`config.mk`:
```
export PLATFORM = sky130hd
export DESIGN_NAME = pwrc_queue
export DESIGN_NICKNAME = d
export VERILOG_FILES = /design/src/rtl/core/pwrc_pkg.sv /design/src/rtl/core/pwrc_queue.sv
export SDC_FILE = /design/constraint.sdc
export NUM_CORES = 1
export LEC_CHECK = 0
export ABC_AREA = 1
export BUFFER_PORTS_ARGS = -buffer_cell sky130_fd_sc_hd__buf_2
export CAP_MARGIN = 15
export CORE_AREA = 5 5 285 287
export CTS_BUF_LIST = sky130_fd_sc_hd__clkbuf_4
export DETAILED_ROUTE_END_ITERATION = 8
export DIE_AREA = 0 0 290 292
export PLACE_DENSITY = 0.67
export RECOVER_POWER = 25
export SKIP_CTS_REPAIR_TIMING = 1
export SLEW_MARGIN = 20
export SYNTH_ARGS = -nofsm -noshare
export SYNTH_HDL_FRONTEND = slang
export SYNTH_SLANG_ARGS = --single-unit
```
`constraint.sdc`:
```
create_clock -name clk_i -period 17.6 [get_ports clk_i]
set_input_delay 1.76 -clock clk_i [delete_from_list [all_inputs] [get_ports clk_i]]
set_output_delay 1.76 -clock clk_i [all_outputs]
set_load 0.03 [all_outputs]
```
`src/rtl/core/pwrc_pkg.sv`:
```
// ----------------------------------------------------------------------------
// pwrc_pkg
// Shared widths, register codes, payload and control types for the pick
// window energy classifier.
// ----------------------------------------------------------------------------
package pwrc_pkg;

  localparam int SAMPLE_BITS = 24;
  localparam int INDEX_BITS  = 16;
  localparam int OFF_W       = 16;
  // signed width that holds pick plus any offset
  localparam int POS_W       = ((INDEX_BITS > OFF_W) ? INDEX_BITS : OFF_W) + 2;
  localparam int LEN_W       = INDEX_BITS + 1;
  localparam int SQ_W        = 2 * SAMPLE_BITS;
  localparam int ENERGY_W    = 64;
  localparam int HALF_W      = ENERGY_W / 2;
  // 2.2 squared taken as RATIO_NUM / RATIO_DEN
  localparam int RATIO_NUM   = 484;
  localparam int RATIO_DEN   = 100;
  localparam int NUM_W       = $clog2(RATIO_NUM + 1);
  localparam int K_W         = LEN_W + NUM_W;
  localparam int PP_W        = HALF_W + K_W;
  localparam int PROD_W      = ENERGY_W + K_W;
  localparam int NUM_WIN     = 4;
  localparam int WIN_IDX_W   = $clog2(NUM_WIN);
  localparam int MUL_STEPS   = 2 * NUM_WIN;
  localparam int STEP_W      = $clog2(MUL_STEPS);
  localparam int QUEUE_DEPTH = 2;
  localparam int DATA_W      = 32;
  localparam int PADDR_W     = 5;

  localparam int WIN_BEFORE  = 0;
  localparam int WIN_HIT     = 1;
  localparam int WIN_HALF    = 2;
  localparam int WIN_AFTER   = 3;

  localparam logic signed [OFF_W-1:0] RST_BEFORE_START = -16'sd3000;
  localparam logic signed [OFF_W-1:0] RST_BEFORE_END   = -16'sd1000;
  localparam logic signed [OFF_W-1:0] RST_HIT_START    = -16'sd500;
  localparam logic signed [OFF_W-1:0] RST_HIT_END      = 16'sd1500;
  localparam logic signed [OFF_W-1:0] RST_HALF_END     = 16'sd700;
  localparam logic signed [OFF_W-1:0] RST_AFTER_END    = 16'sd2700;

  typedef enum logic [2:0] {
    REG_BEFORE_START,
    REG_BEFORE_END,
    REG_HIT_START,
    REG_HIT_END,
    REG_HALF_END,
    REG_AFTER_END
  } reg_idx_e;

  typedef enum logic [1:0] {
    GRADE_C = 2'd0,
    GRADE_B = 2'd1,
    GRADE_A = 2'd2
  } grade_e;

  typedef enum logic [1:0] {
    BK_IDLE,
    BK_MUL,
    BK_DRAIN,
    BK_DONE
  } back_state_e;

  typedef struct packed {
    logic signed [OFF_W-1:0] before_start;
    logic signed [OFF_W-1:0] before_end;
    logic signed [OFF_W-1:0] hit_start;
    logic signed [OFF_W-1:0] hit_end;
    logic signed [OFF_W-1:0] half_end;
    logic signed [OFF_W-1:0] after_end;
  } cfg_t;

  typedef struct packed {
    logic signed [SAMPLE_BITS-1:0] sample_value;
    logic [INDEX_BITS-1:0]         pick_position;
    logic                          last_sample;
  } in_item_t;

  typedef struct packed {
    logic [1:0] quality_grade;
    logic [3:0] window_fault_mask;
  } out_item_t;

  // one finished trace: energy per window, the length factor it is
  // cross-multiplied with, and the window faults
  typedef struct packed {
    logic [NUM_WIN-1:0][ENERGY_W-1:0] energy;
    logic [NUM_WIN-1:0][K_W-1:0]      weight;
    logic [NUM_WIN-1:0]               fault;
  } trace_sum_t;

endpackage

```
`src/rtl/core/pwrc_queue.sv`:
```
// ----------------------------------------------------------------------------
// pwrc_queue
// Short FIFO of finished trace summaries between front and back end.
// ----------------------------------------------------------------------------
module pwrc_queue #(
  parameter int Depth = pwrc_pkg::QUEUE_DEPTH
) (
  input  logic                 clk_i,
  input  logic                 rst_ni,
  input  logic                 push_i,
  input  pwrc_pkg::trace_sum_t entry_i,
  input  logic                 pop_i,
  output pwrc_pkg::trace_sum_t head_o,
  output logic                 full_o,
  output logic                 empty_o
);
  import pwrc_pkg::*;

  localparam int PtrW = (Depth > 1) ? $clog2(Depth) : 1;
  localparam int CntW = $clog2(Depth + 1);

  trace_sum_t      slot_q [Depth];
  logic [PtrW-1:0] wr_ptr_q, rd_ptr_q;
  logic [CntW-1:0] cnt_q;

  function automatic logic [PtrW-1:0] bump(logic [PtrW-1:0] p);
    return (p == PtrW'(Depth - 1)) ? '0 : p + 1'b1;
  endfunction

  assign full_o  = (cnt_q == CntW'(Depth));
  assign empty_o = (cnt_q == '0);
  assign head_o  = slot_q[rd_ptr_q];

  always_ff @(posedge clk_i or negedge rst_ni) begin
    if (!rst_ni) begin
      wr_ptr_q <= '0;
      rd_ptr_q <= '0;
      cnt_q    <= '0;
    end else begin
      if (push_i) begin
        wr_ptr_q <= bump(wr_ptr_q);
      end
      if (pop_i) begin
        rd_ptr_q <= bump(rd_ptr_q);
      end
      if (push_i && !pop_i) begin
        cnt_q <= cnt_q + 1'b1;
      end else if (pop_i && !push_i) begin
        cnt_q <= cnt_q - 1'b1;
      end
    end
  end

  always_ff @(posedge clk_i) begin
    if (push_i) begin
      slot_q[wr_ptr_q] <= entry_i;
    end
  end

endmodule

```
==> results.py <==
metrics = {
    "run_status": {
        "outcome": "finished clean",
    },
    "drt": {
        "drc_errors": 0,
        "first_pass_iters": 4,
        "via_per_inst": 4.45,
        "wl_um": 64600,
        "avgRoutedWirePerCell_um": 19.9,
        "num_vias": 14400,
        "antenna_violating_nets_post_route": 0,
        "drtIter0Drc": 697,
    },
    "place": {
        "place_hpwl_um": 45100,
        "dp.cells": 2913,
        "post_dp_cell_area_um2": 31400,
        "gp_congestion": 0.859,
        "portBuffers": 733,
    },
    "timing": {
        "worstMarginPinSlew_ns": 1.19,
        "setup_viol": 0,
        "slew_headroom_pct": 21.0,
        "tns_ns": 0,
        "slew_violations": 0,
        "skew_ns": 0.0812,
        "rsz0062_at_grt": "no",
        "max_freq_mhz": 146,
        "hold_viol_final": 0,
        "post-route-period-util_pct": 38.9,
        "period_needed_ns": 6.84,
    },
    "flow_run": {
        "maxCapViolations": 0,
    },
    "worst_setup_path": {
        "critPathRequiredTime_ns": 15.84,
        "reg2reg_depth": 4,
        "cpMostUsedCell": "buf_4",
        "path_class": "reg -> out",
        "cp_data_arrival_time_ns": 5.08,
        "slowest_delay_ns": 0.92,
        "start_kind": "register",
        "worstPathCellList": "buf_4 -> buf_4 -> buf_4 -> mux2_2 -> buf_2",
        "critPathCaptureType": "output port",
        "r2r_start": "wr_ptr_q",
        "r2r_slack_ns": 13.49,
        "r2r-end": "slot_q[0][93]",
        "path_max_fanout": 72,
        "slowest_stage": "dfrtp_4",
    },
    "synthesis": {
        "ys_ff_latch": 732,
        "yosys_warnings": 0,
        "synth_top_cell_by_area": "edfxtp_1",
        "synth-edff-count": 728,
        "synth_ff_type": "edfxtp_1",
        "syn-num-nets": 1527,
        "synthCells": 1158,
        "synth_common_cells": "728 x edfxtp_1, 332 x mux2_2, 40 x buf_6, 30 x mux2_4, 7 x inv_1",
        "synth_cell_types": 15,
        "syn_area_um2": 26700,
        "async_flop_share_pct": 0.546,
        "synth_top_cell_area_share_pct": 81.8,
        "synth.most_common_cell": "edfxtp_1",
        "yosysSeqAreaShare_pct": 82.1,
        "avgSynthCellArea_um2": 23.1,
        "synthTopCellsByArea": "edfxtp_1 82%, mux2_2 14%, buf_6 1.7%, mux2_4 1.7%, dfrtp_1 0.37%",
    },
    "grt": {
        "grt_usage_pct": 14.5,
        "grt_max_degree": 157,
        "grt_pass1_wl_um": 94600,
        "grt_pass1_vias": 15900,
        "grt-ovfl-total": 0,
        "antenna_found_initial": 14,
    },
    "layout": {
        "multiInputGateArea_um2": 4300,
        "drive_gt1_share_pct": 58.3,
        "final_cells": 3240,
        "regArea_um2": 22000,
        "utilization_pct": 42.9,
        "fin_area_um2": 33600,
        "syn_to_final_growth_pct": 25.6,
        "n_fill_cell": 7079,
        "nets": 2418,
    },
    "floorplan": {
        "dieHeight_um": 292,
        "rows": 103,
        "core_um2": 78400,
        "die_width_um": 290,
        "num_io_pins": 734,
        "start_util_pct": 34.1,
        "fp.dieArea_um2": 84700,
    },
    "power_and_ir_drop": {
        "power.density_nw_per_um2": 175,
        "leakage_nw": 12.5,
        "vdd_drop_max_v": 0.0000976,
    },
    "clock_network": {
        "clk_pin_slew_ns": 0.06,
        "cts_buffer_depth": 3,
        "clock_sinks": 732,
        "cts_tree": "yes",
        "cts-root-buf": "clkbuf_4",
        "h-tree-depth": 4,
        "clock_latency_ns": 0.95,
        "cts_buffers": 184,
    },
    "min_path": {
        "hold_end": "cnt_q[1]",
        "min_path_type": "reg -> reg",
        "hold_start": "cnt_q[1]",
        "whs_path_depth": 2,
    },
}
where the power goes:
| part | internal, mW | switching [mW] |
|---|---|---|
| combinational | 0.676 | 1.39 |
| clock | 0.726 | 0.661 |
| sequential | 2.32 | 0.101 |
kinds of logic after synthesis:
group,share of synthesized area (%)
buffers and inverters,1.80
multiplexers,15.8
AND/OR/NAND/NOR,0.154
adder cells (fa/ha/maj),0.0468
XOR/XNOR,0.0983
flip-flops,82.1
how the worst max path moves through the flow:
stage,startpoint,slack [ns],cells past startpoint,to
floorplan,push_i,5.87,2,slot_q[0][0]
global placement,rd_ptr_q,11.90,5,head_o[258]
detailed placement,rd_ptr_q,11.73,5,head_o[89]
CTS,rd_ptr_q,10.54,5,head_o[89]
global route,rd_ptr_q,10.39,5,head_o[89]
finish,rd_ptr_q,10.76,5,head_o[89]
per-layer routing:
| layer | wire (um) | vias up | track usage, % |
|---|---|---|---|
| met4 | 1500 | 0 | 5.98 |
| met1 | 23700 | 7142 | 16.0 |
| li1 | - | 6547 | - |
| met3 | 4910 | 99 | 4.89 |
| met2 | 34500 | 646 | 25.9 |
| met5 | 0 | - | 0 |
cell usage in the layout, fill, tap and decap left out, types with 3 or more instances in the layout:
cell | synthesis | layout
mux2_4 | 30 | 30
dfrtp_1 | 4 | 3
mux2_2 | 332 | 332
edfxtp_1 | 728 | 728
clkinvlp_4 | 0 | 3
inv_6 | 0 | 5
clkinv_8 | 0 | 3
clkbuf_4 | 0 | 265
buf_4 | 0 | 12
clkinv_1 | 0 | 25
diode_2 | 0 | 15
nand2_1 | 5 | 5
clkbuf_1 | 0 | 130
buf_2 | 1 | 602
inv_1 | 7 | 6
clkinv_2 | 0 | 6
flip-flops by register name, indices dropped and copies added (netlist names):
register	count
slot_q	728
rd_ptr_q	1
cnt_q	2
wr_ptr_q	1
per-stage QoR:
step,hold WS (ns),total power [mW],setup WS [ns]
CTS,0.399,5.96,10.54
global route,0.458,6.16,10.39
detailed placement,0.508,4.54,11.73
global placement,0.478,4.51,11.90
finish,0.511,5.87,10.76
floorplan,0.463,4.11,5.87
layout make-up:
| cell class | count | area share, % |
|---|---|---|
| inverter | 7 | 0.101 |
| antenna | 15 | 0.112 |
| tap | 1050 | 3.91 |
| multi-input combinational | 378 | 12.8 |
| sequential | 732 | 65.4 |
| clock inverter | 47 | 0.976 |
| timing repair buffer | 746 | 10.8 |
| clock buffer | 265 | 5.92 |
critical path: cells and delay by family (launching register included):
kind / cells / cell delay (ns)
buf+inv: 4 / 2.58
mux: 1 / 0.43
flops: 1 / 0.92
Note: power is estimated with default switching activity, not from simulation.
