File: src/rtl/core/pwrc_pkg.sv
// ----------------------------------------------------------------------------
// pwrc_pkg
// Shared widths, register codes, payload and control types for the pick
// window energy classifier.
// ----------------------------------------------------------------------------
package pwrc_pkg;

  localparam int SAMPLE_BITS = 24;
  localparam int INDEX_BITS  = 16;
  localparam int OFF_W       = 16;
  // signed width that holds pick plus any offset
  localparam int POS_W       = ((INDEX_BITS > OFF_W) ? INDEX_BITS : OFF_W) + 2;
  localparam int LEN_W       = INDEX_BITS + 1;
  localparam int SQ_W        = 2 * SAMPLE_BITS;
  localparam int ENERGY_W    = 64;
  localparam int HALF_W      = ENERGY_W / 2;
  // 2.2 squared taken as RATIO_NUM / RATIO_DEN
  localparam int RATIO_NUM   = 484;
  localparam int RATIO_DEN   = 100;
  localparam int NUM_W       = $clog2(RATIO_NUM + 1);
  localparam int K_W         = LEN_W + NUM_W;
  localparam int PP_W        = HALF_W + K_W;
  localparam int PROD_W      = ENERGY_W + K_W;
  localparam int NUM_WIN     = 4;
  localparam int WIN_IDX_W   = $clog2(NUM_WIN);
  localparam int MUL_STEPS   = 2 * NUM_WIN;
  localparam int STEP_W      = $clog2(MUL_STEPS);
  localparam int QUEUE_DEPTH = 2;
  localparam int DATA_W      = 32;
  localparam int PADDR_W     = 5;

  localparam int WIN_BEFORE  = 0;
  localparam int WIN_HIT     = 1;
  localparam int WIN_HALF    = 2;
  localparam int WIN_AFTER   = 3;

  localparam logic signed [OFF_W-1:0] RST_BEFORE_START = -16'sd3000;
  localparam logic signed [OFF_W-1:0] RST_BEFORE_END   = -16'sd1000;
  localparam logic signed [OFF_W-1:0] RST_HIT_START    = -16'sd500;
  localparam logic signed [OFF_W-1:0] RST_HIT_END      = 16'sd1500;
  localparam logic signed [OFF_W-1:0] RST_HALF_END     = 16'sd700;
  localparam logic signed [OFF_W-1:0] RST_AFTER_END    = 16'sd2700;

  typedef enum logic [2:0] {
    REG_BEFORE_START,
    REG_BEFORE_END,
    REG_HIT_START,
    REG_HIT_END,
    REG_HALF_END,
    REG_AFTER_END
  } reg_idx_e;

  typedef enum logic [1:0] {
    GRADE_C = 2'd0,
    GRADE_B = 2'd1,
    GRADE_A = 2'd2
  } grade_e;

  typedef enum logic [1:0] {
    BK_IDLE,
    BK_MUL,
    BK_DRAIN,
    BK_DONE
  } back_state_e;

  typedef struct packed {
    logic signed [OFF_W-1:0] before_start;
    logic signed [OFF_W-1:0] before_end;
    logic signed [OFF_W-1:0] hit_start;
    logic signed [OFF_W-1:0] hit_end;
    logic signed [OFF_W-1:0] half_end;
    logic signed [OFF_W-1:0] after_end;
  } cfg_t;

  typedef struct packed {
    logic signed [SAMPLE_BITS-1:0] sample_value;
    logic [INDEX_BITS-1:0]         pick_position;
    logic                          last_sample;
  } in_item_t;

  typedef struct packed {
    logic [1:0] quality_grade;
    logic [3:0] window_fault_mask;
  } out_item_t;

  // one finished trace: energy per window, the length factor it is
  // cross-multiplied with, and the window faults
  typedef struct packed {
    logic [NUM_WIN-1:0][ENERGY_W-1:0] energy;
    logic [NUM_WIN-1:0][K_W-1:0]      weight;
    logic [NUM_WIN-1:0]               fault;
  } trace_sum_t;

endpackage

File: src/rtl/core/pwrc_back.sv
// ----------------------------------------------------------------------------
// pwrc_back
// Grading back end: forms the four cross products with one shared
// 32-bit multiplier over eight steps, compares them and issues the grade.
// ----------------------------------------------------------------------------
module pwrc_back (
  input  logic                 clk_i,
  input  logic                 rst_ni,
  input  pwrc_pkg::trace_sum_t head_i,
  input  logic                 q_empty_i,
  output logic                 pop_o,
  output logic                 out_valid_o,
  output pwrc_pkg::out_item_t  out_item_o,
  input  logic                 out_stall_i
);
  import pwrc_pkg::*;

  back_state_e          state_q, state_d;
  logic [STEP_W-1:0]    step_q, step_d;
  logic [WIN_IDX_W-1:0] mul_win;
  logic [HALF_W-1:0]    mul_a;
  logic [K_W-1:0]       mul_b;
  logic [PP_W-1:0]      pp_d, pp_q;
  logic [STEP_W-1:0]    pp_sel_q;
  logic                 pp_vld_q;
  logic [WIN_IDX_W-1:0] acc_win;
  logic [PROD_W-1:0]    prod_q [NUM_WIN];
  logic                 load_out;
  logic                 out_vld_q;
  out_item_t            out_item_q;
  logic                 grade_b, grade_a;
  grade_e               grade;

  // step picks window (upper bits) and energy half (low bit), low half first
  assign mul_win = step_q[STEP_W-1:1];
  assign mul_a   = step_q[0] ? head_i.energy[mul_win][ENERGY_W-1:HALF_W]
                             : head_i.energy[mul_win][HALF_W-1:0];
  assign mul_b   = head_i.weight[mul_win];
  assign pp_d    = mul_a * mul_b;

  always_comb begin
    state_d  = state_q;
    step_d   = step_q;
    pop_o    = 1'b0;
    load_out = 1'b0;
    case (state_q)
      BK_IDLE: begin
        if (!q_empty_i) begin
          state_d = BK_MUL;
          step_d  = '0;
        end
      end
      BK_MUL: begin
        step_d = step_q + 1'b1;
        if (step_q == STEP_W'(MUL_STEPS - 1)) begin
          state_d = BK_DRAIN;
        end
      end
      BK_DRAIN: begin
        state_d = BK_DONE;
      end
      BK_DONE: begin
        if (!out_vld_q || !out_stall_i) begin
          load_out = 1'b1;
          pop_o    = 1'b1;
          state_d  = BK_IDLE;
        end
      end
      default: begin
        state_d = BK_IDLE;
      end
    endcase
  end

  always_ff @(posedge clk_i or negedge rst_ni) begin
    if (!rst_ni) begin
      state_q   <= BK_IDLE;
      step_q    <= '0;
      pp_vld_q  <= 1'b0;
      out_vld_q <= 1'b0;
    end else begin
      state_q   <= state_d;
      step_q    <= step_d;
      pp_vld_q  <= (state_q == BK_MUL);
      out_vld_q <= load_out || (out_vld_q && out_stall_i);
    end
  end

  assign acc_win = pp_sel_q[STEP_W-1:1];

  always_ff @(posedge clk_i) begin
    pp_q     <= pp_d;
    pp_sel_q <= step_q;
    if (pp_vld_q) begin
      prod_q[acc_win] <= pp_sel_q[0] ? prod_q[acc_win] + {pp_q, {HALF_W{1'b0}}}
                                     : PROD_W'(pp_q);
    end
    if (load_out) begin
      out_item_q.quality_grade     <= grade;
      out_item_q.window_fault_mask <= head_i.fault;
    end
  end

  // a faulted window counts as rms -1
  always_comb begin
    if (head_i.fault[WIN_BEFORE]) begin
      grade_b = 1'b1;
    end else if (head_i.fault[WIN_HIT]) begin
      grade_b = 1'b0;
    end else begin
      grade_b = prod_q[WIN_BEFORE] < prod_q[WIN_HIT];
    end
    grade_a = grade_b && !head_i.fault[WIN_HALF] &&
              (head_i.fault[WIN_AFTER] || (prod_q[WIN_AFTER] < prod_q[WIN_HALF]));
    grade   = grade_a ? GRADE_A : (grade_b ? GRADE_B : GRADE_C);
  end

  assign out_valid_o = out_vld_q;
  assign out_item_o  = out_item_q;

endmodule

File: config.mk
export PLATFORM = sky130hd
export DESIGN_NAME = pwrc_back
export DESIGN_NICKNAME = d
export VERILOG_FILES = /design/src/rtl/core/pwrc_pkg.sv /design/src/rtl/core/pwrc_back.sv
export SDC_FILE = /design/constraint.sdc
export NUM_CORES = 2
export LEC_CHECK = 0
export BUFFER_PORTS_ARGS = -buffer_cell sky130_fd_sc_hd__buf_2
export CORE_ASPECT_RATIO = 0.7
export CORE_MARGIN = 2
export CORE_UTILIZATION = 48
export CTS_CLUSTER_SIZE = 12
export DETAILED_ROUTE_END_ITERATION = 6
export GPL_TIMING_DRIVEN = 0
export PLACE_DENSITY_LB_ADDON = 0.05
export SLEW_MARGIN = 20
export SYNTH_ARGS = -nofsm -noshare
export SYNTH_HDL_FRONTEND = slang
export SYNTH_SLANG_ARGS = --single-unit
File: constraint.sdc
create_clock -name clk_i -period 11.3 [get_ports clk_i]
set_input_delay 0.565 -clock clk_i [delete_from_list [all_inputs] [get_ports clk_i]]
set_output_delay 0.565 -clock clk_i [all_outputs]
set_load 0.1 [all_outputs]
==> results.py <==
metrics = {
    "status": {
        "outcome": "finished, final reports clean",
    },
    "logic_synthesis": {
        "netlist_top_cells_area": "fa_1, edfxtp_1, ha_1",
        "synth.distinct_cells": 89,
        "synth_edf_count": 366,
        "ys.flop_type": "edfxtp_1",
        "ys_warn_count": 0,
        "synth-seq-cells": 434,
        "synth_cells": 5071,
        "netlist_area_sq_um": 52600,
        "synth_top_area_frac": 0.274,
        "async_reset_ff_frac": 0.0161,
        "synth_top_area_cell": "fa_1",
        "ys_seq_area_frac": 0.235,
        "syn_avg_cell_area_sq_um": 10.4,
        "syn_nets": 6596,
    },
    "floorplan": {
        "rows": 101,
        "ios": 376,
        "die_y_um": 281,
        "start_util": 0.485,
        "core_sq_um": 109000,
        "die_w_um": 400,
        "die-area_sq_um": 112000,
    },
    "clocking": {
        "cts_tree": "done",
        "cts_buffers": 42,
        "clockRootBuffer": "clkbuf_16",
        "cts.clk_slew.worst_paths_ps": 60,
        "cts_setup_buffers": 0,
        "clk_latency_ps": 590,
        "clock_path_buffers": 3,
        "cts.htree.levels": 2,
        "clock-sinks": 434,
    },
    "sta": {
        "min_period_over_period": 0.981,
        "fin_skew_ps": 33.1,
        "period_needed_ps": 11090,
        "finalSetupViolCount": 0,
        "max_freq_mhz": 90.2,
        "maxSlewViolCount": 0,
        "hold_viol": 0,
        "slew_headroom": 0.0622,
        "rsz0062_at_grt": "false",
        "tightest_slew_ps": 1410,
    },
    "route": {
        "routed_via_density": 5.82,
        "first_pass_iters": 6,
        "dr.first_iter.drc_count": 4619,
        "drc_errors": 0,
        "routed-via-count": 40756,
        "ant_nets": 0,
        "routedWlPerCell_um": 27.6,
        "drt_wl_total_mm": 194,
    },
    "critical_path": {
        "r2r-end": "pp_q[51]",
        "rr_worst_depth": 27,
        "startpoint_type": "flop",
        "worstPathRequired_ps": 11770,
        "endpoint_kind": "flop",
        "path_buf_inv": 7,
        "startpoint": "step_q[2]",
        "r2r_slack_ps": 210,
        "slowest_delay_ps": 910,
        "cp_max_fo": 11,
        "slowest_stage": "clkdlybuf4s15_1",
        "r2r-start": "step_q[2]",
        "crit_path_frequent_cell": "fa_1",
        "cpLargestDelayFamily": "adder cells",
        "worstSetupPathType": "reg -> reg",
        "worst-endpoint-arrival_ps": 11550,
    },
    "global_route": {
        "grt_use_total": 0.354,
        "met1_usage": 0.526,
        "use_met3": 0.158,
        "grt_overflow_total": 0,
        "antenna_found_initial": 35,
        "grt_pass1_wl_mm": 283,
        "globalRouteMet2Util": 0.465,
        "grt_pass1_vias": 41576,
        "busiest_layer": "met1",
        "grt_max_degree": 40,
    },
    "cells_and_area": {
        "syn2layout_area_growth_pct": 10.8,
        "drive_gt1_frac": 0.154,
        "fill_cells": 9976,
        "nNetsFinal": 7042,
        "utilization": 0.537,
    },
    "hold_path": {
        "hold_path.class": "in -> reg",
        "hold_end": "out_item_o[3]",
        "hold_depth": 1,
        "min_from": "head_i[3]",
    },
    "placed_design": {
        "gp_congestion": 1.02,
        "hpwl_mm": 165,
        "portBuffers": 375,
    },
    "job": {
        "max_cap_viol_count": 0,
    },
}
-- flip-flops by register name (all words and copies together), names as in the netlist --
| register | flops |
|---|---|
| pp_sel_q | 3 |
| pp_q | 58 |
| state_q | 2 |
| out_item_o | 6 |
| out_valid_o | 1 |
| prod_q | 360 |
| pp_vld_q | 1 |
| step_q | 3 |
-- metal layers --
layer	wire [um]	part of all wire
met5	223	0.0012
met4	5120	0.026
met3	27300	0.14
met2	74000	0.38
met1	87200	0.45
-- through the flow --
| step | area (sq um) | worst slack, ps | instances | TNS (ps) | hold WS, ps |
|---|---|---|---|---|---|
| 2_1_floorplan | 52600 | 2880 | 5071 | 0 | 269 |
| 3_3_place_gp | 56300 | -5110 | 6888 | -553200 | 382 |
| 6_report | 58300 | 212 | 7008 | 0 | 192 |
| 3_5_place_dp | 56800 | -372 | 6914 | -2310 | 387 |
| 5_1_grt | 58300 | 22.8 | 6997 | 0 | 167 |
| 4_1_cts | 58100 | 34.2 | 6993 | 0 | 170 |
-- timing repair --
item | in CTS | in global routing
endpoints found under the setup margin | 9 | 14
endpoints found under the hold margin | 7 | 0
pin swaps | 0 | 0
hold buffers | 1 | 0
resized for setup | 14 | 81
-- placed cells by master, fill, tap and decap left out, types with 40 or more instances in the layout --
cell type	instances
inv_1	960
fa_1	719
nor2_1	484
nand2_1	463
ha_1	438
buf_2	399
edfxtp_1	366
clkbuf_1	177
a21oi_1	172
mux4_2	162
a21o_1	136
mux2_2	103
o21ai_0	89
xnor2_1	70
dfxtp_1	61
nand2b_1	58
nand4_1	54
clkbuf_16	43
nor2b_1	40
-- synth_stat cells, types with 23 or more instances --
master    count
inv_1       960
fa_1        719
nor2_1      485
nand2_1     463
ha_1        438
edfxtp_1    366
clkbuf_1    182
a21oi_1     172
mux4_2      162
a21o_1      136
mux2_2      103
o21ai_0      90
xnor2_1      70
dfxtp_1      61
nand2b_1     58
mux2i_1      56
nand4_1      54
nor2b_1      40
nand3_1      35
a31oi_1      32
and2_1       30
o21a_1       27
xor2_1       25
o21bai_1     23
-- logic make-up (layout without fill, tap and decap cells) --
kind of cell | count (synthesis) | after routing | synth area share
adder cells (fa/ha/maj) | 1157 | 1157 | 0.378
multiplexers | 321 | 321 | 0.102
buffers and inverters | 1196 | 1676 | 0.0877
AND/OR/NAND/NOR | 1262 | 1262 | 0.106
XOR/XNOR | 95 | 95 | 0.0158
AO/OA/AOI/OAI | 606 | 606 | 0.0752
other | 0 | 15 | 0
flip-flops | 434 | 434 | 0.235
-- cell type report --
type / count / area, sq um / share of cell area
timing repair buffer: 403 / 2280 / 0.0391
buffer: 235 / 1090 / 0.0186
clock inverter: 2 / 32.5 / 0.000558
antenna: 15 / 37.5 / 0.000644
clock buffer: 76 / 1240 / 0.0213
sequential: 434 / 12400 / 0.212
inverter: 960 / 3600 / 0.0618
tap: 1442 / 1800 / 0.0310
multi-input combinational: 3441 / 35800 / 0.615
-- how the worst max path moves through the flow --
stage              endpoint  cells after the start
2_1_floorplan  prod_q[0][0]                      5
3_3_place_gp   prod_q[0][4]                      5
3_5_place_dp       pp_q[52]                     29
4_1_cts            pp_q[52]                     29
5_1_grt            pp_q[51]                     27
6_report           pp_q[51]                     27
Power is left out: the tool's default activity adds up to more than one toggle a clock period on the data nets, which glitch-free logic cannot reach.
