==> src/rtl/core/pwrc_pkg.sv <==
// ----------------------------------------------------------------------------
// pwrc_pkg
// Shared widths, register codes, payload and control types for the pick
// window energy classifier.
// ----------------------------------------------------------------------------
package pwrc_pkg;

  localparam int SAMPLE_BITS = 24;
  localparam int INDEX_BITS  = 16;
  localparam int OFF_W       = 16;
  // signed width that holds pick plus any offset
  localparam int POS_W       = ((INDEX_BITS > OFF_W) ? INDEX_BITS : OFF_W) + 2;
  localparam int LEN_W       = INDEX_BITS + 1;
  localparam int SQ_W        = 2 * SAMPLE_BITS;
  localparam int ENERGY_W    = 64;
  localparam int HALF_W      = ENERGY_W / 2;
  // 2.2 squared taken as RATIO_NUM / RATIO_DEN
  localparam int RATIO_NUM   = 484;
  localparam int RATIO_DEN   = 100;
  localparam int NUM_W       = $clog2(RATIO_NUM + 1);
  localparam int K_W         = LEN_W + NUM_W;
  localparam int PP_W        = HALF_W + K_W;
  localparam int PROD_W      = ENERGY_W + K_W;
  localparam int NUM_WIN     = 4;
  localparam int WIN_IDX_W   = $clog2(NUM_WIN);
  localparam int MUL_STEPS   = 2 * NUM_WIN;
  localparam int STEP_W      = $clog2(MUL_STEPS);
  localparam int QUEUE_DEPTH = 2;
  localparam int DATA_W      = 32;
  localparam int PADDR_W     = 5;

  localparam int WIN_BEFORE  = 0;
  localparam int WIN_HIT     = 1;
  localparam int WIN_HALF    = 2;
  localparam int WIN_AFTER   = 3;

  localparam logic signed [OFF_W-1:0] RST_BEFORE_START = -16'sd3000;
  localparam logic signed [OFF_W-1:0] RST_BEFORE_END   = -16'sd1000;
  localparam logic signed [OFF_W-1:0] RST_HIT_START    = -16'sd500;
  localparam logic signed [OFF_W-1:0] RST_HIT_END      = 16'sd1500;
  localparam logic signed [OFF_W-1:0] RST_HALF_END     = 16'sd700;
  localparam logic signed [OFF_W-1:0] RST_AFTER_END    = 16'sd2700;

  typedef enum logic [2:0] {
    REG_BEFORE_START,
    REG_BEFORE_END,
    REG_HIT_START,
    REG_HIT_END,
    REG_HALF_END,
    REG_AFTER_END
  } reg_idx_e;

  typedef enum logic [1:0] {
    GRADE_C = 2'd0,
    GRADE_B = 2'd1,
    GRADE_A = 2'd2
  } grade_e;

  typedef enum logic [1:0] {
    BK_IDLE,
    BK_MUL,
    BK_DRAIN,
    BK_DONE
  } back_state_e;

  typedef struct packed {
    logic signed [OFF_W-1:0] before_start;
    logic signed [OFF_W-1:0] before_end;
    logic signed [OFF_W-1:0] hit_start;
    logic signed [OFF_W-1:0] hit_end;
    logic signed [OFF_W-1:0] half_end;
    logic signed [OFF_W-1:0] after_end;
  } cfg_t;

  typedef struct packed {
    logic signed [SAMPLE_BITS-1:0] sample_value;
    logic [INDEX_BITS-1:0]         pick_position;
    logic                          last_sample;
  } in_item_t;

  typedef struct packed {
    logic [1:0] quality_grade;
    logic [3:0] window_fault_mask;
  } out_item_t;

  // one finished trace: energy per window, the length factor it is
  // cross-multiplied with, and the window faults
  typedef struct packed {
    logic [NUM_WIN-1:0][ENERGY_W-1:0] energy;
    logic [NUM_WIN-1:0][K_W-1:0]      weight;
    logic [NUM_WIN-1:0]               fault;
  } trace_sum_t;

endpackage

==> src/rtl/core/pwrc_front.sv <==
// ----------------------------------------------------------------------------
// pwrc_front
// Sample front end: counts samples, tests them against the four windows,
// squares and accumulates, and on the last sample of a trace pushes the
// window sums, length factors and faults into the trace queue.
// ----------------------------------------------------------------------------
module pwrc_front (
  input  logic                 clk_i,
  input  logic                 rst_ni,
  input  logic                 in_valid_i,
  input  pwrc_pkg::in_item_t   in_item_i,
  output logic                 in_stall_o,
  input  pwrc_pkg::cfg_t       cfg_i,
  input  logic                 q_full_i,
  output logic                 push_o,
  output pwrc_pkg::trace_sum_t entry_o
);
  import pwrc_pkg::*;

  typedef logic signed [POS_W-1:0] pos_t;

  function automatic pos_t at_offset(logic [INDEX_BITS-1:0] pick,
                                     logic signed [OFF_W-1:0] off);
    pos_t p;
    pos_t o;
    p = $signed({{(POS_W-INDEX_BITS){1'b0}}, pick});
    o = $signed({{(POS_W-OFF_W){off[OFF_W-1]}}, off});
    return p + o;
  endfunction

  logic                   advance;
  logic                   accept;
  logic [INDEX_BITS-1:0]  cnt_q, cnt_d;
  logic [SAMPLE_BITS-1:0] raw;
  logic [SAMPLE_BITS-1:0] mag;
  logic [LEN_W-1:0]       npts;
  pos_t                   idx_pos;
  pos_t                   start_s [NUM_WIN];
  pos_t                   end_s   [NUM_WIN];
  logic [NUM_WIN-1:0]     hit_s;

  logic                   s1_vld_q;
  logic [SAMPLE_BITS-1:0] s1_mag_q;
  logic [NUM_WIN-1:0]     s1_hit_q;
  logic                   s1_last_q;
  logic [LEN_W-1:0]       s1_npts_q;
  pos_t                   s1_start_q [NUM_WIN];
  pos_t                   s1_end_q   [NUM_WIN];

  pos_t                   npts_pos;
  logic [NUM_WIN-1:0]     fault_s;
  logic [LEN_W-1:0]       len_s [NUM_WIN];
  logic [SQ_W-1:0]        sq_s;

  logic                   s2_vld_q;
  logic [SQ_W-1:0]        s2_sq_q;
  logic [NUM_WIN-1:0]     s2_hit_q;
  logic                   s2_last_q;
  logic [NUM_WIN-1:0]     s2_fault_q;
  logic [LEN_W-1:0]       s2_len_q [NUM_WIN];

  logic [ENERGY_W-1:0]    acc_q   [NUM_WIN];
  logic [ENERGY_W-1:0]    sum_s   [NUM_WIN];
  logic [ENERGY_W-1:0]    sq_ext;

  // hold the whole pipe while a finished trace waits for queue space
  assign advance    = !(s2_vld_q && s2_last_q && q_full_i);
  assign in_stall_o = !advance;
  assign accept     = in_valid_i && advance;

  assign cnt_d = in_item_i.last_sample ? '0 : cnt_q + 1'b1;

  always_ff @(posedge clk_i or negedge rst_ni) begin
    if (!rst_ni) begin
      cnt_q <= '0;
    end else if (accept) begin
      cnt_q <= cnt_d;
    end
  end

  // stage 0: magnitude, window bounds and membership
  assign raw     = in_item_i.sample_value;
  assign mag     = raw[SAMPLE_BITS-1] ? (~raw + 1'b1) : raw;
  assign npts    = {1'b0, cnt_q} + 1'b1;
  assign idx_pos = $signed({{(POS_W-INDEX_BITS){1'b0}}, cnt_q});

  always_comb begin
    start_s[WIN_BEFORE] = at_offset(in_item_i.pick_position, cfg_i.before_start);
    end_s[WIN_BEFORE]   = at_offset(in_item_i.pick_position, cfg_i.before_end);
    start_s[WIN_HIT]    = at_offset(in_item_i.pick_position, cfg_i.hit_start);
    end_s[WIN_HIT]      = at_offset(in_item_i.pick_position, cfg_i.hit_end);
    start_s[WIN_HALF]   = start_s[WIN_HIT];
    end_s[WIN_HALF]     = at_offset(in_item_i.pick_position, cfg_i.half_end);
    start_s[WIN_AFTER]  = end_s[WIN_HALF];
    end_s[WIN_AFTER]    = at_offset(in_item_i.pick_position, cfg_i.after_end);
    for (int w = 0; w < NUM_WIN; w++) begin
      hit_s[w] = (idx_pos >= start_s[w]) && (idx_pos <= end_s[w]);
    end
  end

  always_ff @(posedge clk_i or negedge rst_ni) begin
    if (!rst_ni) begin
      s1_vld_q <= 1'b0;
      s2_vld_q <= 1'b0;
    end else if (advance) begin
      s1_vld_q <= accept;
      s2_vld_q <= s1_vld_q;
    end
  end

  always_ff @(posedge clk_i) begin
    if (advance) begin
      s1_mag_q  <= mag;
      s1_hit_q  <= hit_s;
      s1_last_q <= in_item_i.last_sample;
      s1_npts_q <= npts;
      for (int w = 0; w < NUM_WIN; w++) begin
        s1_start_q[w] <= start_s[w];
        s1_end_q[w]   <= end_s[w];
      end
    end
  end

  // stage 1: square, bound checks and window lengths
  assign sq_s     = s1_mag_q * s1_mag_q;
  assign npts_pos = $signed({{(POS_W-LEN_W){1'b0}}, s1_npts_q});

  always_comb begin
    for (int w = 0; w < NUM_WIN; w++) begin
      fault_s[w] = (s1_start_q[w] < 0) || (s1_end_q[w] >= npts_pos) ||
                   (s1_end_q[w] < s1_start_q[w]);
      len_s[w]   = fault_s[w] ? '0 : LEN_W'(s1_end_q[w] - s1_start_q[w] + 1'b1);
    end
  end

  always_ff @(posedge clk_i) begin
    if (advance) begin
      s2_sq_q    <= sq_s;
      s2_hit_q   <= s1_hit_q;
      s2_last_q  <= s1_last_q;
      s2_fault_q <= fault_s;
      for (int w = 0; w < NUM_WIN; w++) begin
        s2_len_q[w] <= len_s[w];
      end
    end
  end

  // stage 2: accumulate, and drop the sums after the last sample
  assign sq_ext = {{(ENERGY_W-SQ_W){1'b0}}, s2_sq_q};

  always_comb begin
    for (int w = 0; w < NUM_WIN; w++) begin
      sum_s[w] = acc_q[w] + (s2_hit_q[w] ? sq_ext : '0);
    end
  end

  always_ff @(posedge clk_i or negedge rst_ni) begin
    if (!rst_ni) begin
      for (int w = 0; w < NUM_WIN; w++) begin
        acc_q[w] <= '0;
      end
    end else if (advance && s2_vld_q) begin
      for (int w = 0; w < NUM_WIN; w++) begin
        acc_q[w] <= s2_last_q ? '0 : sum_s[w];
      end
    end
  end

  assign push_o = advance && s2_vld_q && s2_last_q;

  always_comb begin
    for (int w = 0; w < NUM_WIN; w++) begin
      entry_o.energy[w] = sum_s[w];
    end
    // before is weighed by hit length and the ratio, and so on crosswise
    entry_o.weight[WIN_BEFORE] = K_W'(s2_len_q[WIN_HIT]) * K_W'(RATIO_NUM);
    entry_o.weight[WIN_HIT]    = K_W'(s2_len_q[WIN_BEFORE]) * K_W'(RATIO_DEN);
    entry_o.weight[WIN_HALF]   = K_W'(s2_len_q[WIN_AFTER]);
    entry_o.weight[WIN_AFTER]  = K_W'(s2_len_q[WIN_HALF]);
    entry_o.fault              = s2_fault_q;
  end

endmodule

==> config.mk <==
export PLATFORM = sky130hd
export DESIGN_NAME = pwrc_front
export DESIGN_NICKNAME = d
export VERILOG_FILES = /design/src/rtl/core/pwrc_pkg.sv /design/src/rtl/core/pwrc_front.sv
export SDC_FILE = /design/constraint.sdc
export NUM_CORES = 2
export LEC_CHECK = 0
export BUFFER_PORTS_ARGS = -buffer_cell sky130_fd_sc_hd__buf_2
export CAP_MARGIN = 10
export CORE_MARGIN = 2
export CORE_UTILIZATION = 45
export DETAILED_ROUTE_END_ITERATION = 10
export HOLD_SLACK_MARGIN = 0.12
export PLACE_DENSITY = 0.69
export SYNTH_ARGS = -nofsm -noshare
export SYNTH_HDL_FRONTEND = slang
export SYNTH_SLANG_ARGS = --single-unit
==> constraint.sdc <==
create_clock -name clk_i -period 21.8 [get_ports clk_i]
set_input_delay 2.18 -clock clk_i [delete_from_list [all_inputs] [get_ports clk_i]]
set_output_delay 2.18 -clock clk_i [all_outputs]
set_load 0.05 [all_outputs]
==> results.ini <==
[status]
outcome=completed

[run]
drv_cap=0

[floorplan]
die_w_um=387
chipHeight_um=387
core-area_um2=146000
initial_core_util_pct=45.3
ioPinCount=507
die-area_um2=150000
rows=140

[synth]
synth_edf_count=278
netlist_top_cells_count=inv_1, ha_1, fa_1
synth_top_cell_by_area=ha_1
synth_area_um2=65900
async_flop_share_pct=49.6
netlist.area_leader.share_pct=16.7
synth.most_common_cell=inv_1
synthCells=7151
seq_area_frac_synth_pct=23.1
syn_avg_cell_area_um2=9.22
ys_top_cells_by_area=ha_1, fa_1, edfxtp_1
yosysWarnings=0
synthDistinctLibCells=92
synth-main-ff-cell=edfxtp_1
yosys_register_bits=552

[clocking]
cts_max_level=3
clock-sinks=552
root_buffer=clkbuf_16
cts_setup_buffers=0
clockBufferDepth=3
cts_buffers=73
cts_resized=0
insertion_delay_ns=0.69
clk_pin_slew_ns=0.06
cts_tree=built
ctsHoldBuffers=0

[global_routing]
grt_max_degree=153
grt_pass1_wl_um=313000
use_met1_pct=37.3
busiest_layer=met2
grt_pass1_vias=53400
grt_antenna_before_repair=14
grt.overflow.total=0
track_usage_pct=26.8
grt_use_met3_pct=5.51
use_met2_pct=41.0

[placed_design]
gp_congestion=0.979
numPortBuffers=482
hpwl_um=164000

[drt]
routed_wl_um=203000
via_per_inst=5.62
drtAntennaViolNets=0
wl_per_cell_um=21.3
dr.pass1.iters=5
drtIter0Drc=3766
num_vias=53500
drc=0

[sta]
final-setup-viol-count=0
slew_headroom_pct=19.3
finClkSkew_ns=0.0443
tns_ns=0
tightest_slew_ns=1.21
period_share_pct=38.4
drv_slew=0
fmax_mhz=120
fin_crit_ns=8.36
hold_viol_final=0
rsz0062_at_grt=no

[final_layout]
nFillCells=13600
register_area_um2=15200
drive_above_1_share_pct=9.12
final_nets=9064
multiInputGateArea_um2=45700
area_growth_pct=10.1

[worst_setup_path]
path_max_fanout=24
critPathCaptureType=register
cp_slowest_cell=edfxtp_1
crit_chain=nand2_1, fa_1, inv_1, fa_1, inv_1, fa_1, fa_1, inv_1, fa_1, fa_1, inv_1, fa_1, inv_1, ha_1, a21oi_1, o21ai_0, a2111oi_0, nor3_1, o2111ai_1, a21oi_1, o22ai_1, o21ai_0, a21oi_1, xnor2_1
worstSetupPathType=register to register
required_ns=22.23
crit_arrival_ns=8.79
cpPeakStageDelay_ns=1.01
cpMostUsedCell=fa_1
start_kind=register

[min_path]
hp-class=register to register

through the flow:
stage	cell area, um2	hold slack (ns)	utilization, %	std cells	setup WS [ns]
3_3_place_gp	70100	0.407	48.2	9370	13.63
4_1_cts	72500	0.416	49.8	9504	13.52
2_1_floorplan	66000	0.400	-	7174	7.70
6_report	72500	0.416	49.8	9510	13.44
5_1_grt	72500	0.425	49.8	9508	13.05
3_5_place_dp	70100	0.406	48.2	9370	13.53
sequential cells by signal (all words and copies together) (netlist names), 4 cells and up:
signal / flops
s1_start_q: 36
s2_len_q: 68
s1_mag_q: 24
s2_hit_q: 4
s2_sq_q: 47
acc_q: 256
cnt_q: 16
s1_hit_q: 4
s2_fault_q: 4
s1_npts_q: 17
s1_end_q: 72
critical path: cells and delay by family, from the launching register on:
family,cells,cell delay [ns]
adder cells (fa/ha/maj),8,3.96
AO/OA/AOI/OAI,8,2.35
flip-flops,1,1.01
AND/OR/NAND/NOR,2,0.40
buffers and inverters,5,0.28
XOR/XNOR,1,0.10
routing by layer:
| layer | vias to the layer above | share of wire, % |
|---|---|---|
| li1 | 25200 | - |
| met1 | 26400 | 45 |
| met2 | 1633 | 44 |
| met3 | 260 | 7.6 |
| met4 | 10 | 3.7 |
| met5 | - | 0.029 |
placed cells by master (no fill, tap or decap), types with 96 or more instances in the layout:
cell type and n:
dfrtp_1 273, a22o_1 192, fa_1 514, nor2_1 354, a21o_1 205, ha_1 881
edfxtp_1 278, buf_2 481, nand2_1 452, o21ai_0 267, nor3_1 96, xor2_1 180
a21oi_1 392, nand3_1 127, xnor2_1 334, and2_1 331, inv_1 1096
area by class of cell:
| cell class | count | area share, % |
|---|---|---|
| Clock inverter | 36 | 0.504 |
| Antenna cell | 6 | 0.0207 |
| Tap cell | 1917 | 3.31 |
| Timing Repair Buffer | 512 | 3.67 |
| Sequential cell | 552 | 21.0 |
| Multi-Input combinational cell | 5293 | 63.0 |
| Inverter | 1096 | 5.67 |
| Clock buffer | 98 | 2.85 |
worst paths after layout:
| kind | startpoint | endpoint | slack (ns) | cells after the start |
|---|---|---|---|---|
| min in group asynchronous | rst_ni | acc_q[120]$_DFFE_PN0P_ | 1.43 | 1 |
| hold / removal | s1_hit_q[3]$_DFFE_PN_ | s2_hit_q[3]$_DFFE_PN_ | 0.42 | 0 |
| hold reg to reg | s1_hit_q[3]$_DFFE_PN_ | s2_hit_q[3]$_DFFE_PN_ | 0.42 | 0 |
| max in group asynchronous | rst_ni | acc_q[10]$_DFFE_PN0P_ | 17.35 | 4 |
| setup / recovery | s1_mag_q[17]$_DFFE_PN_ | s2_sq_q[46]$_DFFE_PN_ | 13.44 | 24 |
| setup reg to reg | s1_mag_q[17]$_DFFE_PN_ | s2_sq_q[46]$_DFFE_PN_ | 13.44 | 24 |
logic make-up (layout without fill, tap and decap cells):
logic type | after synthesis | count (layout) | share of synthesized area, %
compound gates | 1577 | 1577 | 16.2
simple gates | 1759 | 1759 | 13.5
xor+xnor | 514 | 514 | 6.83
buf+inv | 1329 | 1742 | 7.74
fa+ha+maj | 1395 | 1395 | 32.3
other cells | 1 | 30 | 0.00569
flops | 552 | 552 | 23.1
mux | 24 | 24 | 0.372
Power is not shown: default switching activity piles up to over one toggle a cycle in this logic, so the estimate is an artifact.
