==> src/rtl/core/pwrc_pkg.sv <==
// ----------------------------------------------------------------------------
// pwrc_pkg
// Shared widths, register codes, payload and control types for the pick
// window energy classifier.
// ----------------------------------------------------------------------------
package pwrc_pkg;

  localparam int SAMPLE_BITS = 24;
  localparam int INDEX_BITS  = 16;
  localparam int OFF_W       = 16;
  // signed width that holds pick plus any offset
  localparam int POS_W       = ((INDEX_BITS > OFF_W) ? INDEX_BITS : OFF_W) + 2;
  localparam int LEN_W       = INDEX_BITS + 1;
  localparam int SQ_W        = 2 * SAMPLE_BITS;
  localparam int ENERGY_W    = 64;
  localparam int HALF_W      = ENERGY_W / 2;
  // 2.2 squared taken as RATIO_NUM / RATIO_DEN
  localparam int RATIO_NUM   = 484;
  localparam int RATIO_DEN   = 100;
  localparam int NUM_W       = $clog2(RATIO_NUM + 1);
  localparam int K_W         = LEN_W + NUM_W;
  localparam int PP_W        = HALF_W + K_W;
  localparam int PROD_W      = ENERGY_W + K_W;
  localparam int NUM_WIN     = 4;
  localparam int WIN_IDX_W   = $clog2(NUM_WIN);
  localparam int MUL_STEPS   = 2 * NUM_WIN;
  localparam int STEP_W      = $clog2(MUL_STEPS);
  localparam int QUEUE_DEPTH = 2;
  localparam int DATA_W      = 32;
  localparam int PADDR_W     = 5;

  localparam int WIN_BEFORE  = 0;
  localparam int WIN_HIT     = 1;
  localparam int WIN_HALF    = 2;
  localparam int WIN_AFTER   = 3;

  localparam logic signed [OFF_W-1:0] RST_BEFORE_START = -16'sd3000;
  localparam logic signed [OFF_W-1:0] RST_BEFORE_END   = -16'sd1000;
  localparam logic signed [OFF_W-1:0] RST_HIT_START    = -16'sd500;
  localparam logic signed [OFF_W-1:0] RST_HIT_END      = 16'sd1500;
  localparam logic signed [OFF_W-1:0] RST_HALF_END     = 16'sd700;
  localparam logic signed [OFF_W-1:0] RST_AFTER_END    = 16'sd2700;

  typedef enum logic [2:0] {
    REG_BEFORE_START,
    REG_BEFORE_END,
    REG_HIT_START,
    REG_HIT_END,
    REG_HALF_END,
    REG_AFTER_END
  } reg_idx_e;

  typedef enum logic [1:0] {
    GRADE_C = 2'd0,
    GRADE_B = 2'd1,
    GRADE_A = 2'd2
  } grade_e;

  typedef enum logic [1:0] {
    BK_IDLE,
    BK_MUL,
    BK_DRAIN,
    BK_DONE
  } back_state_e;

  typedef struct packed {
    logic signed [OFF_W-1:0] before_start;
    logic signed [OFF_W-1:0] before_end;
    logic signed [OFF_W-1:0] hit_start;
    logic signed [OFF_W-1:0] hit_end;
    logic signed [OFF_W-1:0] half_end;
    logic signed [OFF_W-1:0] after_end;
  } cfg_t;

  typedef struct packed {
    logic signed [SAMPLE_BITS-1:0] sample_value;
    logic [INDEX_BITS-1:0]         pick_position;
    logic                          last_sample;
  } in_item_t;

  typedef struct packed {
    logic [1:0] quality_grade;
    logic [3:0] window_fault_mask;
  } out_item_t;

  // one finished trace: energy per window, the length factor it is
  // cross-multiplied with, and the window faults
  typedef struct packed {
    logic [NUM_WIN-1:0][ENERGY_W-1:0] energy;
    logic [NUM_WIN-1:0][K_W-1:0]      weight;
    logic [NUM_WIN-1:0]               fault;
  } trace_sum_t;

endpackage

==> src/rtl/core/pwrc_regs.sv <==
// ----------------------------------------------------------------------------
// pwrc_regs
// APB-style register file holding the six window offsets.
// ----------------------------------------------------------------------------
module pwrc_regs (
  input  logic                          clk_i,
  input  logic                          rst_ni,
  input  logic                          psel,
  input  logic                          penable,
  input  logic                          pwrite,
  input  logic [pwrc_pkg::PADDR_W-1:0]  paddr,
  input  logic [pwrc_pkg::DATA_W-1:0]   pwdata,
  output logic [pwrc_pkg::DATA_W-1:0]   prdata,
  output logic                          pready,
  output pwrc_pkg::cfg_t                cfg_o
);
  import pwrc_pkg::*;

  cfg_t     cfg_q;
  reg_idx_e reg_idx;
  logic     wr_en;

  assign pready  = 1'b1;
  assign reg_idx = reg_idx_e'(paddr[PADDR_W-1:2]);
  assign wr_en   = psel & penable & pwrite & pready;
  assign cfg_o   = cfg_q;

  always_ff @(posedge clk_i or negedge rst_ni) begin
    if (!rst_ni) begin
      cfg_q.before_start <= RST_BEFORE_START;
      cfg_q.before_end   <= RST_BEFORE_END;
      cfg_q.hit_start    <= RST_HIT_START;
      cfg_q.hit_end      <= RST_HIT_END;
      cfg_q.half_end     <= RST_HALF_END;
      cfg_q.after_end    <= RST_AFTER_END;
    end else if (wr_en) begin
      case (reg_idx)
        REG_BEFORE_START: cfg_q.before_start <= pwdata[OFF_W-1:0];
        REG_BEFORE_END:   cfg_q.before_end   <= pwdata[OFF_W-1:0];
        REG_HIT_START:    cfg_q.hit_start    <= pwdata[OFF_W-1:0];
        REG_HIT_END:      cfg_q.hit_end      <= pwdata[OFF_W-1:0];
        REG_HALF_END:     cfg_q.half_end     <= pwdata[OFF_W-1:0];
        REG_AFTER_END:    cfg_q.after_end    <= pwdata[OFF_W-1:0];
        default: ;
      endcase
    end
  end

  always_comb begin
    case (reg_idx)
      REG_BEFORE_START: prdata = {{(DATA_W-OFF_W){1'b0}}, cfg_q.before_start};
      REG_BEFORE_END:   prdata = {{(DATA_W-OFF_W){1'b0}}, cfg_q.before_end};
      REG_HIT_START:    prdata = {{(DATA_W-OFF_W){1'b0}}, cfg_q.hit_start};
      REG_HIT_END:      prdata = {{(DATA_W-OFF_W){1'b0}}, cfg_q.hit_end};
      REG_HALF_END:     prdata = {{(DATA_W-OFF_W){1'b0}}, cfg_q.half_end};
      REG_AFTER_END:    prdata = {{(DATA_W-OFF_W){1'b0}}, cfg_q.after_end};
      default:          prdata = '0;
    endcase
  end

endmodule

==> config.mk <==
export PLATFORM = sky130hd
export DESIGN_NAME = pwrc_regs
export DESIGN_NICKNAME = d
export VERILOG_FILES = /design/src/rtl/core/pwrc_pkg.sv /design/src/rtl/core/pwrc_regs.sv
export SDC_FILE = /design/constraint.sdc
export NUM_CORES = 1
export LEC_CHECK = 0
export BUFFER_PORTS_ARGS = -buffer_cell sky130_fd_sc_hd__buf_2
export CORE_MARGIN = 2
export CORE_UTILIZATION = 45
export CTS_CLUSTER_SIZE = 14
export DETAILED_ROUTE_END_ITERATION = 8
export PLACE_DENSITY = 0.74
export SLEW_MARGIN = 20
export SYNTH_ARGS = -nofsm -noshare
export SYNTH_HDL_FRONTEND = slang
export SYNTH_SLANG_ARGS = --single-unit
==> constraint.sdc <==
create_clock -name clk_i -period 2.3 [get_ports clk_i]
set_input_delay 0.575 -clock clk_i [delete_from_list [all_inputs] [get_ports clk_i]]
set_output_delay 0.575 -clock clk_i [all_outputs]
set_load 0.02 [all_outputs]
==> run metrics, run 1 <==
CP endpoint kind=output pin; CP max-delay cell=mux2_2; # hold bufs at CTS=0; unique cell type count in the Yosys netlist=31; DRT antenna net count=0; Starting Density=a little under half; width of the die=106 um; final core utilization=a little under three fifths; gpl congestion=about 0.77; number of global-route vias before repair=3,404; RSZ-0062 raised after global routing=yes; max FFs per register=96; RR Startpoint=cfg_o[87]; Setup Slack @ Placement=-0.0168 ns; Syn Inst Count=335; I/O pin count=approximately 170; DIE AREA=11,200 um^2; CP Class=input pin to output pin; initial drt markers=167; chip height=roughly 110 um; initial antenna violation count=1; YS warnings=0; Max FO, Critical Path=8; layout cells sized above 1=66.3%; maxcap violations=0; average size of a mapped cell=13.9 um^2; CTS max path bufs=2; Core Region=roughly 10,000 um^2; Power per Cell Area=847 nW/um^2; CP required=1.73 ns; Final WS setup=0.0513 ns; via count=3,353; first drt pass iteration count=4; min cycle time layout=2.25 ns; DR DRC count=0; Arr. time, crit path=1.67 ns; synthesized flop and latch total=96; post-synthesis sequential area ratio=52.7%; DR WL/cell=19.1 um; R2R Path End=cfg_o[87]; CTS sink cnt=between 90 and 100; Max Slew Vio Count=0; Routed WL=12,100 um; Reg2Reg Setup Slack=1.49 ns; Buf/Inv on CP=3; setup violators final=0; port bufs=135; Detailed Place HPWL=8450 um; setup bufs post-CTS=0; clock slew at reported path FFs=0.09 ns; TritonCTS clock tree=done; Fmax achieved=0.445 GHz; row count=37; CP Launch Point=paddr[3]; Cell Area, Synth=4660 um^2; CTS H-tree depth=3; Crit path max-delay family=buffers and inverters; static leakage=0.00286 uW; first-pass GRT wire length=approximately 19,000 um; hold crit path type=input pin to async pin; Tcrit/Tclk final=97.8%; vias per cell=around 5.3; worst path cell trace=buf_4 > buf_12 > mux2_2 > a221oi_1 > a31oi_1 > buf_2; Layout area overhead=25.8%; total gr overflow=0; slowest cell delay on critical path=between 0.3 and 0.4 ns; clock skew=0 ns; Final nets=535; clk root buf=clkbuf_8; Worst-Skew Late Latency=0.34 ns; Setup crit start kind=input pin; GRT Total Usage=between 20% and 30%; maximum VDD drop=0.417 mV; Final Hold Fails=0; Reg2Reg Depth=1; Inserted Clock Buffers=9; status=finished, final reports clean; largest net degree at the start of global routing=49
## metal layers
metal | track usage [%] | part of all wire, %
met5 | 0 | 0
met4 | 7.52 | 1.4
met3 | 4.89 | 6.2
met2 | 34.6 | 48
met1 | 29.2 | 44
## cells by family (layout without fill, tap and decap cells)
logic type	count (synthesis)	in the layout	synth area share [%]
other cells	2	18	0.161
flops	96	96	52.7
mux	134	134	31.7
simple gates	37	37	5.21
compound gates	28	28	4.68
buf+inv	38	186	5.51
## layout by cell type (no fill, tap or decap), drive strengths merged
| cell | instances |
|---|---|
| buf | 166 |
| mux2 | 108 |
| dfrtp | 54 |
| dfstp | 42 |
| mux2i | 26 |
| conb | 17 |
| clkbuf | 16 |
| nand2 | 12 |
| nor2 | 10 |
| or3 | 6 |
| o221ai | 6 |
| a31oi | 6 |
| a221oi | 6 |
| nand2b | 2 |
| a21oi | 2 |
| a211oi | 2 |
| a311o | 2 |
| nand3 | 2 |
| o21ai | 2 |
| a221o | 2 |
| nor3 | 2 |
| clkinv | 2 |
| diode | 1 |
| inv | 1 |
| nor2b | 1 |
| nand4 | 1 |
| nand4b | 1 |
| clkinvlp | 1 |
## timing repair
item | CTS | global route
setup endpoints to repair | 1 | 4
resized for setup | 1 | 4
gates cloned | 0 | 3
## through the flow
step	cell area [um^2]	hold slack, ns	total power, uW	cells	TNS, ns
after global placement	5600	0.488	3960	615	-0.0270
after detailed placement	5600	0.494	4010	615	-0.0168
after floorplan	4710	0.279	3400	350	-0.155
after CTS	5770	0.114	4990	631	0
final	5860	0.120	4960	635	0
after global routing	5850	0.130	5210	634	-0.00129
## area by class of cell
| type | count | area, um^2 |
|---|---|---|
| clock buffer | 13 | 139 |
| tap | 136 | 170 |
| clock inverter | 3 | 21.3 |
| fill | 884 | 4330 |
| timing repair buffer | 169 | 1060 |
| multi-input combinational | 216 | 2010 |
| antenna | 1 | 2.50 |
| inverter | 1 | 3.75 |
| sequential | 96 | 2450 |
## worst max path at each step
stage	to	slack [ns]	cells after the start
after floorplan	prdata[10]	-0.04	5
after CTS	prdata[7]	0.03	6
final	prdata[10]	0.05	6
after detailed placement	prdata[11]	-0.02	6
after global placement	prdata[11]	-0.03	6
after global routing	prdata[11]	-0.001	6
## where the power goes
| group | internal (uW) | total, uW | switching, uW |
|---|---|---|---|
| registers | 2130 | 2380 | 254 |
| logic | 672 | 1610 | 940 |
| clock network | 396 | 970 | 573 |
## Yosys cell counts
| cell | count | share of area (%) |
|---|---|---|
| a211oi_1 | 2 | 0.32 |
| a21oi_1 | 2 | 0.22 |
| a221o_1 | 2 | 0.43 |
| a221oi_1 | 6 | 1.1 |
| a311o_1 | 2 | 0.43 |
| a31oi_1 | 6 | 0.81 |
| buf_2 | 6 | 0.65 |
| buf_4 | 24 | 3.9 |
| buf_6 | 2 | 0.48 |
| clkbuf_1 | 4 | 0.32 |
| clkbuf_2 | 1 | 0.11 |
| conb_1 | 2 | 0.16 |
| dfrtp_1 | 54 | 29 |
| dfstp_2 | 42 | 24 |
| inv_1 | 1 | 0.081 |
| mux2_1 | 10 | 2.4 |
| mux2_2 | 98 | 24 |
| mux2i_1 | 26 | 5.6 |
| nand2_1 | 12 | 0.97 |
| nand2b_1 | 2 | 0.27 |
| nand3_1 | 2 | 0.22 |
| nand4_2 | 1 | 0.27 |
| nand4b_4 | 1 | 0.51 |
| nor2_1 | 6 | 0.48 |
| nor2_2 | 1 | 0.13 |
| nor2_4 | 3 | 0.73 |
| nor2b_1 | 1 | 0.13 |
| nor3_4 | 2 | 0.70 |
| o21ai_0 | 2 | 0.22 |
| o221ai_1 | 6 | 1.1 |
| or3_1 | 6 | 0.81 |
Note: power is estimated with default switching activity, not from simulation.
==> run 2: changes to the inputs <==
--- a/config.mk
+++ b/config.mk
@@ -7,10 +7,10 @@
 export LEC_CHECK = 0
 export BUFFER_PORTS_ARGS = -buffer_cell sky130_fd_sc_hd__buf_2
 export CORE_MARGIN = 2
-export CORE_UTILIZATION = 45
+export CORE_UTILIZATION = 50
 export CTS_CLUSTER_SIZE = 14
 export DETAILED_ROUTE_END_ITERATION = 8
-export PLACE_DENSITY = 0.74
+export PLACE_DENSITY = 0.81
 export SLEW_MARGIN = 20
 export SYNTH_ARGS = -nofsm -noshare
 export SYNTH_HDL_FRONTEND = slang
==> run metrics, run 2 (synthesis gave the netlist of run 1 again) <==
Non-Filler Instances=614; Final nets=540; via count=3,361; CTS max path bufs=2; final core utilization=64.8%; Arr. time, crit path=1.69 ns; layout cells sized above 1=68.4%; FF+latch area=2450 um^2; Worst-Skew Late Latency=0.35 ns; area of the multi-input gates=just over 2000 um^2; total gr overflow=0; I/O pin count=171; setup violators final=0; Layout area overhead=27.4%; dpl cells=about 590; DR WL/cell=19.6 um; DR WL met2=5970 um; # hold bufs at CTS=0; initial antenna violation count=0; Setup crit start kind=input pin; Routed WL=12,000 um; Finished Cell Area=5930 um^2; CP endpoint kind=output pin; gpl congestion=approximately 0.76; DRT antenna net count=0; Antenna Cells=0; width of the die=100 um; maxcap violations=0; Tot Pwr=5030 uW; Max Slew Vio Count=0; TritonCTS clock tree=done; clock slew at reported path FFs=0.10 ns; FILL cells=694; top sig layer=met4; RSZ-0062 raised after global routing=yes; vias per cell=5.47; DIE AREA=~10,000 um^2; hold crit path type=input pin to async pin; Core Region=9150 um^2; static leakage=0.00291 uW; CP required=1.73 ns; CTS sink cnt=96; min cycle time layout=2.26 ns; status=finished, final reports clean; Fmax achieved=~0.44 GHz; CTS H-tree depth=3; DR DRC count=0; CP Class=input pin to output pin; number of global-route vias before repair=3,441; row count=35; Inserted Clock Buffers=9; initial drt markers=116; commonest non-fill, non-tap cell in the layout=buf_2; clock skew=0 ns; WL met3=803 um; largest net degree at the start of global routing=43; maximum VDD drop=0.579 mV; Max FO, Critical Path=7; clk root buf=clkbuf_8; first drt pass iteration count=4; most frequent cells in the layout=buf_2 (129), mux2_2 (98), dfrtp_1 (54), dfstp_2 (42), buf_4 (33); max FFs per register=96; Final Hold Fails=0; Tcrit/Tclk final=98.3%; GRT Total Usage=24.0%; RR Startpoint=cfg_o[27]; placed cell area=5600 um^2; chip height=100 um; Hold WS=0.118 ns; Detailed Place HPWL=8500 um; Power per Cell Area=848 nW/um^2; CP Launch Point=paddr[3]; port bufs=between 100 and 150; Starting Density=50.9%; met1 WL=slightly above 5000 um; first-pass GRT wire length=about 18,000 um
## run 2: layout make-up
| type | count | share of cell area [%] |
|---|---|---|
| repair buffers | 174 | 18.9 |
| clock buffers | 10 | 2.32 |
| flip-flops and latches | 96 | 41.4 |
| well taps | 111 | 2.34 |
| multi-input cells | 216 | 34.3 |
| clock inverters | 6 | 0.738 |
| inverters | 1 | 0.0633 |
## run 2: timing repair
| item | 4_1_cts | 5_1_grt |
|---|---|---|
| resized for setup | 1 | 13 |
| buffers inserted | 0 | 3 |
| endpoints found under the setup margin | 2 | 13 |
| gates cloned | 0 | 3 |
## run 2: worst max-delay path: stages
cell      delay, ns
clkbuf_4       0.16
buf_12         0.13
mux2_2         0.32
a221oi_1       0.25
a31oi_1        0.08
buf_2          0.17
## run 2: layer usage
metal	vias to the layer above	track usage (%)
li1	1513	-
met2	133	39.4
met3	11	7.35
met1	1704	31.2
met4	0	6.53
met5	-	0
## run 2: path summary, 6_finish.rpt
kind / cells past startpoint / slack (ns) / endpoint
setup / recovery: 6 / 0.04 / prdata[8]
hold / removal: 1 / 0.12 / cfg_o[10]
setup reg to reg: 1 / 1.47 / cfg_o[27]
hold reg to reg: 1 / 0.53 / cfg_o[89]
max in group asynchronous: 2 / 1.44 / cfg_o[23]
min in group clk_i: 2 / 0.51 / cfg_o[86]
## run 2: power breakdown
group / switching (uW) / internal, uW / total (uW) / leakage (uW)
sequential: 255 / 2130 / 2380 / 0.00113
clock: 596 / 424 / 1020 / 0.0000809
combinational: 948 / 682 / 1630 / 0.00170
total: 1800 / 3230 / 5030 / 0.00291
## run 2: per-stage QoR
| stage | TNS, ns | setup slack [ns] |
|---|---|---|
| after floorplan | -0.155 | -0.0386 |
| after global placement | 0 | 0.0261 |
| after detailed placement | -0.0119 | -0.00954 |
| after CTS | 0 | 0.0000705 |
| after global routing | -0.0322 | -0.0311 |
| final | 0 | 0.0394 |
